$ cat src/rtl/rrb_pkg.sv
// Package for rational_reduce_bounded: port widths, parameter defaults
// and the sequencer state type. No dependencies.
package rrb_pkg;

  // Fixed widths of the limit and result ports.
  localparam int LIM_W = 31;
  localparam int NUM_W = 32;
  localparam int DEN_W = 31;

  // Defaults for the top-level parameters.
  localparam int IN_WIDTH_DEF  = 64;
  localparam int OUT_WIDTH_DEF = 32;

  // Sequencer states.
  typedef enum logic [3:0] {
    S_IDLE,
    S_DIV,
    S_GCD,
    S_GCD_STEP,
    S_RED_N,
    S_RED_D,
    S_FIT,
    S_CF,
    S_CF_MN,
    S_CF_MD,
    S_CF_UPD,
    S_DONE
  } state_t;

endpackage

$ cat src/rtl/rational_reduce_bounded.sv
// Top level of rational_reduce_bounded: bounded rational approximation by
// Euclid's gcd and continued-fraction convergents. Depends on rrb_pkg.
//
//   channel  | handshake        | beat contents
//   ---------+------------------+-------------------------------------------
//   command  | start, busy      | numerator, denominator, limit
//   result   | done (strobe)    | out_num, out_den, exact
//
// Every division (gcd steps, the two reducing divisions and the partial
// quotients) runs on one shared restoring divider; a shared multiplier
// and adder form each convergent. An item runs the gcd steps and the two
// reducing divisions, then, unless the reduced terms fit, one convergent
// per partial quotient until a term would exceed the limit or the expansion ends.
// Reset (rst, synchronous) returns the sequencer to idle; busy is high
// from the cycle after a command beat until the done strobe. Results are
// shown for one cycle and cannot be held off by the receiver.
module rational_reduce_bounded #(
  parameter int IN_WIDTH  = rrb_pkg::IN_WIDTH_DEF,
  parameter int OUT_WIDTH = rrb_pkg::OUT_WIDTH_DEF
) (
  input  logic                              clk,
  input  logic                              rst,
  input  logic                              start,
  output logic                              busy,
  input  logic signed [IN_WIDTH-1:0]        numerator,
  input  logic signed [IN_WIDTH-1:0]        denominator,
  input  logic        [rrb_pkg::LIM_W-1:0]  limit,
  output logic                              done,
  output logic signed [rrb_pkg::NUM_W-1:0]  out_num,
  output logic        [rrb_pkg::DEN_W-1:0]  out_den,
  output logic                              exact
);

  // Term width, common compare width and divider counter width.
  localparam int PW    = OUT_WIDTH - 1;
  localparam int CW    = (IN_WIDTH > PW) ? IN_WIDTH : PW;
  localparam int SW    = 2 * PW + 1;
  localparam int CNT_W = $clog2(IN_WIDTH);
  localparam logic [CNT_W-1:0] CNT_LAST = CNT_W'(IN_WIDTH - 1);
  localparam logic [rrb_pkg::LIM_W-1:0] CAP = rrb_pkg::LIM_W'((64'd1 << PW) - 64'd1);

  rrb_pkg::state_t st, st_next, ret_st, ret_st_next;

  logic [IN_WIDTH-1:0] div_quo, div_quo_next;
  logic [IN_WIDTH-1:0] div_rem, div_rem_next;
  logic [IN_WIDTH-1:0] div_b, div_b_next;
  logic [CNT_W-1:0]    cnt, cnt_next;

  logic [IN_WIDTH-1:0] ga, ga_next, gb, gb_next;
  logic [IN_WIDTH-1:0] n, n_next, d, d_next;
  logic [PW-1:0]       lim, lim_next;
  logic                neg, neg_next;
  logic [PW-1:0]       p0n, p0n_next, p0d, p0d_next;
  logic [PW-1:0]       p1n, p1n_next, p1d, p1d_next;
  logic [PW-1:0]       nn, nn_next;
  logic                ovn, ovn_next;
  logic [2*PW-1:0]     prod, prod_next;

  // Divider datapath: one quotient bit per cycle.
  logic [IN_WIDTH:0]   rem_sh;
  logic [IN_WIDTH:0]   diff;

  // Magnitudes of the command fields.
  logic [IN_WIDTH-1:0] n_mag, d_mag;

  // Compare, multiply and add helpers for the convergent step.
  logic [CW-1:0]       n_cw, d_cw, lim_cw, q_cw;
  logic [PW-1:0]       q_low;
  logic                q_hi_nz;
  logic [PW-1:0]       mul_b, add_c;
  logic [SW-1:0]       sum;
  logic                term_over;
  logic [rrb_pkg::NUM_W-1:0] num_ext;

  always_comb begin
    rem_sh = {div_rem, div_quo[IN_WIDTH-1]};
    diff   = rem_sh - {1'b0, div_b};
    n_mag  = numerator[IN_WIDTH-1] ? (~numerator + 1'b1) : numerator;
    d_mag  = denominator[IN_WIDTH-1] ? (~denominator + 1'b1) : denominator;
    n_cw   = CW'(n);
    d_cw   = CW'(d);
    lim_cw = CW'(lim);
    q_cw   = CW'(div_quo);
    q_low  = q_cw[PW-1:0];
    q_hi_nz = (q_cw >> PW) != '0;
  end

  // Shared multiplier and adder: numerator term first, then denominator.
  always_comb begin
    mul_b = (st == rrb_pkg::S_CF_MN) ? p1n : p1d;
    add_c = (st == rrb_pkg::S_CF_MD) ? p0n : p0d;
    sum   = SW'(prod) + SW'(add_c);
    // The term is too large if the added term exceeds the limit, the product
    // is known to overflow the cap, or the full-width sum exceeds the limit.
    term_over = (add_c > lim) ||
                (q_hi_nz && (((st == rrb_pkg::S_CF_MD) ? p1n : p1d) != '0)) ||
                (sum > SW'(lim));
  end

  // Sequencer: next state and all register updates.
  always_comb begin
    st_next      = st;
    ret_st_next  = ret_st;
    div_quo_next = div_quo;
    div_rem_next = div_rem;
    div_b_next   = div_b;
    cnt_next     = cnt;
    ga_next      = ga;
    gb_next      = gb;
    n_next       = n;
    d_next       = d;
    lim_next     = lim;
    neg_next     = neg;
    p0n_next     = p0n;
    p0d_next     = p0d;
    p1n_next     = p1n;
    p1d_next     = p1d;
    nn_next      = nn;
    ovn_next     = ovn;
    prod_next    = prod;

    case (st)
      rrb_pkg::S_IDLE: begin
        if (start) begin
          n_next   = n_mag;
          d_next   = d_mag;
          ga_next  = n_mag;
          gb_next  = d_mag;
          neg_next = numerator[IN_WIDTH-1] ^ denominator[IN_WIDTH-1];
          lim_next = (limit > CAP) ? CAP[PW-1:0] : limit[PW-1:0];
          st_next  = rrb_pkg::S_GCD;
        end
      end

      // One restoring division step per cycle.
      rrb_pkg::S_DIV: begin
        if (!diff[IN_WIDTH]) begin
          div_rem_next = diff[IN_WIDTH-1:0];
          div_quo_next = {div_quo[IN_WIDTH-2:0], 1'b1};
        end else begin
          div_rem_next = rem_sh[IN_WIDTH-1:0];
          div_quo_next = {div_quo[IN_WIDTH-2:0], 1'b0};
        end
        cnt_next = cnt + 1'b1;
        if (cnt == CNT_LAST) begin
          st_next = ret_st;
        end
      end

      // Euclid: a, b <- b, a mod b until b is zero.
      rrb_pkg::S_GCD: begin
        if (gb != '0) begin
          div_quo_next = ga;
          div_b_next   = gb;
          div_rem_next = '0;
          cnt_next     = '0;
          ret_st_next  = rrb_pkg::S_GCD_STEP;
          st_next      = rrb_pkg::S_DIV;
        end else if (ga == '0) begin
          st_next = rrb_pkg::S_FIT;
        end else begin
          div_quo_next = n;
          div_b_next   = ga;
          div_rem_next = '0;
          cnt_next     = '0;
          ret_st_next  = rrb_pkg::S_RED_N;
          st_next      = rrb_pkg::S_DIV;
        end
      end

      rrb_pkg::S_GCD_STEP: begin
        ga_next = gb;
        gb_next = div_rem;
        st_next = rrb_pkg::S_GCD;
      end

      // Divide both magnitudes by the gcd.
      rrb_pkg::S_RED_N: begin
        n_next       = div_quo;
        div_quo_next = d;
        div_b_next   = ga;
        div_rem_next = '0;
        cnt_next     = '0;
        ret_st_next  = rrb_pkg::S_RED_D;
        st_next      = rrb_pkg::S_DIV;
      end

      rrb_pkg::S_RED_D: begin
        d_next  = div_quo;
        st_next = rrb_pkg::S_FIT;
      end

      // Exact when both reduced terms fit; else start from 0/1 and 1/0.
      rrb_pkg::S_FIT: begin
        p0n_next = '0;
        p0d_next = PW'(1);
        if ((n_cw <= lim_cw) && (d_cw <= lim_cw)) begin
          p1n_next = n_cw[PW-1:0];
          p1d_next = d_cw[PW-1:0];
          d_next   = '0;
          st_next  = rrb_pkg::S_DONE;
        end else begin
          p1n_next = PW'(1);
          p1d_next = '0;
          st_next  = rrb_pkg::S_CF;
        end
      end

      // Next partial quotient, unless the expansion has ended.
      rrb_pkg::S_CF: begin
        if (d == '0) begin
          st_next = rrb_pkg::S_DONE;
        end else begin
          div_quo_next = n;
          div_b_next   = d;
          div_rem_next = '0;
          cnt_next     = '0;
          ret_st_next  = rrb_pkg::S_CF_MN;
          st_next      = rrb_pkg::S_DIV;
        end
      end

      rrb_pkg::S_CF_MN: begin
        prod_next = (2 * PW)'(q_low) * (2 * PW)'(mul_b);
        st_next   = rrb_pkg::S_CF_MD;
      end

      rrb_pkg::S_CF_MD: begin
        nn_next   = sum[PW-1:0];
        ovn_next  = term_over;
        prod_next = (2 * PW)'(q_low) * (2 * PW)'(mul_b);
        st_next   = rrb_pkg::S_CF_UPD;
      end

      // Accept the new convergent, or stop before it.
      rrb_pkg::S_CF_UPD: begin
        if (ovn || term_over) begin
          st_next = rrb_pkg::S_DONE;
        end else begin
          p0n_next = p1n;
          p0d_next = p1d;
          p1n_next = nn;
          p1d_next = sum[PW-1:0];
          n_next   = d;
          d_next   = div_rem;
          st_next  = rrb_pkg::S_CF;
        end
      end

      rrb_pkg::S_DONE: begin
        st_next = rrb_pkg::S_IDLE;
      end

      default: begin
        st_next = rrb_pkg::S_IDLE;
      end
    endcase
  end

  // State register; only the sequencer state is reset.
  always_ff @(posedge clk) begin
    if (rst) begin
      st <= rrb_pkg::S_IDLE;
    end else begin
      st <= st_next;
    end
  end

  // Datapath registers.
  always_ff @(posedge clk) begin
    ret_st  <= ret_st_next;
    div_quo <= div_quo_next;
    div_rem <= div_rem_next;
    div_b   <= div_b_next;
    cnt     <= cnt_next;
    ga      <= ga_next;
    gb      <= gb_next;
    n       <= n_next;
    d       <= d_next;
    lim     <= lim_next;
    neg     <= neg_next;
    p0n     <= p0n_next;
    p0d     <= p0d_next;
    p1n     <= p1n_next;
    p1d     <= p1d_next;
    nn      <= nn_next;
    ovn     <= ovn_next;
    prod    <= prod_next;
  end

  // Result beat: sign from the XOR of the input signs.
  always_comb begin
    busy    = (st != rrb_pkg::S_IDLE);
    done    = (st == rrb_pkg::S_DONE);
    num_ext = rrb_pkg::NUM_W'(p1n);
    out_num = neg ? (~num_ext + 1'b1) : num_ext;
    out_den = rrb_pkg::DEN_W'(p1d);
    exact   = (d == '0);
  end

endmodule

$ cat config.mk
export PLATFORM = sky130hd
export DESIGN_NAME = rational_reduce_bounded
export DESIGN_NICKNAME = d
export VERILOG_FILES = /design/src/rtl/rrb_pkg.sv /design/src/rtl/rational_reduce_bounded.sv
export SDC_FILE = /design/constraint.sdc
export NUM_CORES = 2
export LEC_CHECK = 0
export BUFFER_PORTS_ARGS = -buffer_cell sky130_fd_sc_hd__buf_4
export CAP_MARGIN = 20
export CORE_ASPECT_RATIO = 0.6
export CORE_UTILIZATION = 50
export CTS_CLUSTER_DIAMETER = 150
export DETAILED_ROUTE_END_ITERATION = 10
export PLACE_DENSITY = 0.76
export SETUP_SLACK_MARGIN = 0.15
export SYNTH_ARGS = -nofsm -noshare
export SYNTH_HDL_FRONTEND = slang
export SYNTH_SLANG_ARGS = --single-unit
$ cat constraint.sdc
create_clock -name clk -period 21 [get_ports clk]
set_input_delay 2.1 -clock clk [delete_from_list [all_inputs] [get_ports clk]]
set_output_delay 2.1 -clock clk [all_outputs]
set_load 0.01 [all_outputs]
* Yosys cells after proc, flatten, opt, wreduce, memory -nomap -nowiden
Cells that the tools add are included.
W data, S select, Z words.
** Storage, ports and cells
- Output and inout bits :: 66
- Word-level logic and storage cells :: 135
- Register bits :: 712
- Bits of input ports :: 162
** Operators by class
- Add/sub/neg operators :: 6
- Bitwise gates (word level) :: 4
- Equality and inequality tests :: 18
- Magnitude comparators :: 5
- Multiplexer cells :: 55
- Reductions and logical operators :: 27
- Multiply operators :: 1
** Operators by type and width (number)
- $mux W64 :: 17
- $pmux W64 S4 :: 3
- $pmux W64 S3 :: 2
- $mux W31 :: 9
- $pmux W64 S2 :: 2
- $pmux W31 S2 :: 4
- $add A64 B1 Y64 const B :: 2
- $le A64 B31 Y1 :: 2
- $logic_not A64 Y1 :: 2
- $not A64 Y64 :: 2
- $reduce_bool A64 Y1 :: 2
- $sub A65 B64 Y65 :: 1
- $add A62 B31 Y63 :: 1
- $gt A63 B31 Y1 :: 1
- $mul A31 B31 Y62 :: 1
- $pmux W4 S11 :: 1
- $add A32 B1 Y32 const B :: 1
- $mux W32 :: 1
- $mux W4 :: 8
- $not A31 Y32 :: 1
- $gt A31 B31 Y1 :: 1
- $gt A31 B31 Y1 const B :: 1
- $reduce_bool A31 Y1 :: 1
- $pmux W6 S4 :: 1
- 23 further kinds :: 49

* Logic depth before layout (Yosys ltp)
- Depth after elaboration :: 9
- Gate-level depth with buffers :: 37
- Depth with buffers taken out :: 33

* Worst setup path before layout
OpenSTA, ideal clock, no wires.
- Path kind :: reg2reg
- Start point :: register st[2]
- End point :: register p1d[0], in the netlist out_den[0], enable pin
- Path slack :: 0.756 ns
- Path buffers :: 3
- Setup time :: 0.943 ns
- Cell stages (with the launch flop) :: 29
- Data required time :: 20.057 ns
- Arrival :: 19.301 ns
- Period minus slack after synthesis :: 20.244 ns
- Cell sequence :: dfxtp_1 -> clkbuf_1 -> nor2_1 -> and3_1 -> clkbuf_1 -> clkbuf_1 -> mux2_2 -> ha_1 -> a211oi_1 -> o211ai_1 -> a31oi_1 -> o21bai_1 -> a21oi_1 -> o21ai_0 -> a41oi_1 -> o21ai_0 -> xor2_1 -> ha_1 -> nand4_1 -> nor4_1 -> nor3b_1 -> nand2_1 -> a311oi_1 -> nand4_1 -> nor4_1 -> nand4_1 -> nor4_1 -> nand2_1 -> o41ai_1
** On the way
- Elaborated cells between the ends (all ways) :: 16
- Classes of those cells :: 1 x add/sub; 2 x order compare; 4 x eq/ne; 2 x mux; 7 x reduce/logical
** RTL lines
- start, declared :: line rational_reduce_bounded.sv:42 : rrb_pkg::state_t st, st_next, ret_st, ret_st_next;
- start signal, assigned :: line rational_reduce_bounded.sv:263 : st <= rrb_pkg::S_IDLE;
- start signal, assigned :: line rational_reduce_bounded.sv:265 : st <= st_next;
- $eq A4 B4 Y1 :: line rational_reduce_bounded.sv:91 : add_c = (st == rrb_pkg::S_CF_MD) ? p0n : p0d;
- $mux W31 :: line rational_reduce_bounded.sv:91
- $add A62 B31 Y63 :: line rational_reduce_bounded.sv:92 : sum = SW'(prod) + SW'(add_c);
- named net sum[30] :: line rational_reduce_bounded.sv:71 : logic [SW-1:0] sum;
- $gt A63 B31 Y1 :: line rational_reduce_bounded.sv:97 : (sum > SW'(lim));
- $logic_or A1 B1 Y1 :: line rational_reduce_bounded.sv:96 : (q_hi_nz && (((st == rrb_pkg::S_CF_MD) ? p1n : p1d) != '0)) ||
- $logic_or A1 B1 Y1 :: line rational_reduce_bounded.sv:237 : if (ovn || term_over) begin
- $ne A2 B2 Y1 (no line)
- $reduce_and A2 Y1 (no line)
- end signal, assigned :: line rational_reduce_bounded.sv:285 : p1d <= p1d_next;
- end, declared :: line rational_reduce_bounded.sv:54 : logic [PW-1:0] p1n, p1n_next, p1d, p1d_next;
The timed path passes the listed nets, and every way through them passes these cells.
A chain may end at the register's enable or synchronous reset.

* Worst setup path in the final report
- Start point :: register st[0]
- End point :: register p0d[1], enable pin
** On the way
- Elaborated cells between the ends (all ways) :: 16
- Classes of those cells :: 1 x add/sub; 2 x order compare; 4 x eq/ne; 2 x mux; 7 x reduce/logical
** RTL lines
- $eq A4 B4 Y1 :: line rational_reduce_bounded.sv:91
- $mux W31 :: line rational_reduce_bounded.sv:91
- $add A62 B31 Y63 :: line rational_reduce_bounded.sv:92
- named net sum[30] :: line rational_reduce_bounded.sv:71
- $gt A63 B31 Y1 :: line rational_reduce_bounded.sv:97
- $logic_or A1 B1 Y1 :: line rational_reduce_bounded.sv:96
- $logic_or A1 B1 Y1 :: line rational_reduce_bounded.sv:237
- $ne A2 B2 Y1 (no line)
- $reduce_and A2 Y1 (no line)
- end signal, assigned :: line rational_reduce_bounded.sv:283 : p0d <= p0d_next;
- end, declared :: line rational_reduce_bounded.sv:53 : logic [PW-1:0] p0n, p0n_next, p0d, p0d_next;
The timed path passes the listed nets, and every way through them passes these cells.

==> impl_metrics.ini <==
[outcome]
status = finished, violations left
violations = DRC

[die]
die_h_um = 302
initial_core_util = 0.507
die-area_um2 = 152000
io-pin-count = 228
core_um2 = 148000
die_w_um = 503
row_count = 109

[logic_synthesis]
avgSynthCellArea_um2 = 9.59
syn_inst = 7843
synthArstFlopShare = 0
ys_seq_area_frac = 0.284
ys_seq_elements = 712
synth_fp_nets = 9322
yosysWarnings = 0
synth_edf_count = 708
syn_area_um2 = 75200
ys.flop_type = edfxtp_1
synth_cell_types = 91

[sta]
tightest_slew_ns = 1.32
rsz0062_at_grt = false
finalClockSkew_ns = 0.0371
setup_tns_ns = 0
finalHoldWorstSlack_ns = 0.527
fin_crit_sh = 0.614
fin_crit_ns = 12.90
slew_headroom = 0.113
drv_slew = 0
finalHoldViolCount = 0
fmax_mhz = 77.5
setup_viol = 0

[setup_path]
start_kind = flip-flop
crit_path_max_incr_delay_ns = 1.01
endpoint_kind = flip-flop
cp_slowest_cell = nor4_1
worstPathRequired_ns = 21.28
crit_type = reg2reg
crit_buf_inv = 3
crit_family = simple AND/OR/NAND/NOR gates
arrival_ns = 13.18
worstPathMaxFanout = 79

[detailed_routing]
wl_met1_um = 112000
wl_per_cell_um = 27.4
via_count = 61800
drtIter0Drc = 10200
viasPerCell = 6.30
dr.max_layer_used = met5
antenna_left = 0
drt_wl_total_um = 269000
wl_met2_um = 100000
wl_met3_um = 48400
drc = 15
first_pass_iters = 11

[place]
port-buffer-count = 227
globalplace.congestion = 1.06
hpwl_um = 205000

[clock_network]
cts_buffers = 68
hold_buffers = 0
post_cts.repair.setup_buffers = 0
clk_path_buf_depth = 3
clock_sinks = 712
cts_root_buf = clkbuf_16
post_cts_resized = 0
clk_pin_slew_ns = 0.07
cts_tree = done
clk_latency_ns = 0.68
cts_max_level = 3

[layout]
area_growth_syn_to_layout_pct = 7.61
fin_nets = 9244
drive_above_1_share = 0.0732
layout_common_cells = 1017 x inv_1, 992 x nand2_1, 839 x fa_1
final_common_cell = inv_1

[global_route]
grt_pass1_vias = 59200
antenna_found_initial = 6
track_usage = 0.354
globalRouteOverflowTotal = 0
grt_pass1_wl_um = 395000
grt_max_degree = 132

[flow_run]
drv_cap = 0

[worst_hold_path]
hp-class = reg2reg
## path summary, 6_finish.rpt
kind,from,end,slack [ns],depth (start not counted)
setup / recovery,st[0],p0d[1],8.10,28
hold / removal,nn[1],p1n[1],0.53,2
setup reg to reg,st[0],p0d[1],8.10,28
hold reg to reg,nn[1],p1n[1],0.53,2
## registers in the layout, summed over array words and instances, names as in the netlist
| register | count |
|---|---|
| cnt | 6 |
| d | 64 |
| div_b | 64 |
| div_quo | 64 |
| div_rem | 64 |
| ga | 64 |
| gb | 64 |
| lim | 31 |
| n | 64 |
| neg | 1 |
| nn | 31 |
| out_den | 31 |
| ovn | 1 |
| p0d | 31 |
| p0n | 31 |
| p1n | 31 |
| prod | 62 |
| ret_st | 4 |
| st | 4 |
## kinds of logic after synthesis
family / count (synthesis) / share of synthesized area
compound gates: 1394 / 0.118
mux: 187 / 0.0259
simple gates: 2438 / 0.159
xor+xnor: 305 / 0.0355
buf+inv: 1490 / 0.0750
fa+ha+maj: 1317 / 0.303
flops: 712 / 0.284
## cells in the mapped netlist (29+ instances only)
library cell,instances,area [um^2]
inv_1,1018,3820
nand2_1,995,3730
fa_1,839,16800
edfxtp_1,708,21300
and2_1,487,3050
ha_1,478,5980
clkbuf_1,436,1640
o21ai_0,420,2100
nor2_1,346,1300
a21oi_1,329,1650
xor2_1,171,1500
xnor2_1,134,1170
a22oi_1,130,976
mux2i_1,125,1250
a21o_1,116,871
nor2b_1,112,701
nor4_1,102,638
nand4_1,86,538
nand3_1,75,375
a222oi_1,64,641
mux2_2,62,698
o31ai_1,58,435
nor3_1,55,275
o21a_1,37,278
or3_1,37,231
nand2b_1,36,225
a211oi_1,34,255
o21bai_1,29,218
## stage by stage
step	worst slack, ns	std cells	area, um^2	utilization
2_1_floorplan	0.756	7843	75200	-
3_3_place_gp	9.13	9685	78500	0.529
3_5_place_dp	8.92	9688	78500	0.530
4_1_cts	8.86	9812	80900	0.545
5_1_grt	8.00	9820	80900	0.546
6_report	8.10	9822	80900	0.546
## worst min-delay path, delay by kind of cell, from the launching register on
family             cells  cell delay, ns
DFF                    1            0.32
and+or+nand+nor        1            0.04
AOI/OAI and AO/OA      1            0.06
## area by class of cell
class / instances / area (um^2)
Sequential cell: 712 / 21300
Tap cell: 1998 / 2500
Inverter: 1018 / 3820
Multi-Input combinational cell: 5641 / 48400
Antenna cell: 5 / 12.5
Clock inverter: 46 / 517
Timing Repair Buffer: 324 / 2490
Fill cell: 13000 / 67300
Clock buffer: 78 / 1800
## per-layer routing
metal | up-vias | global-route usage
met5 | - | 0.00367
met4 | 2 | 0.0944
met3 | 520 | 0.159
met2 | 4746 | 0.448
met1 | 30400 | 0.535
li1 | 26200 | -
Power is left out: the tool's default activity adds up to more than one toggle a clock period on the data nets, which glitch-free logic cannot reach.
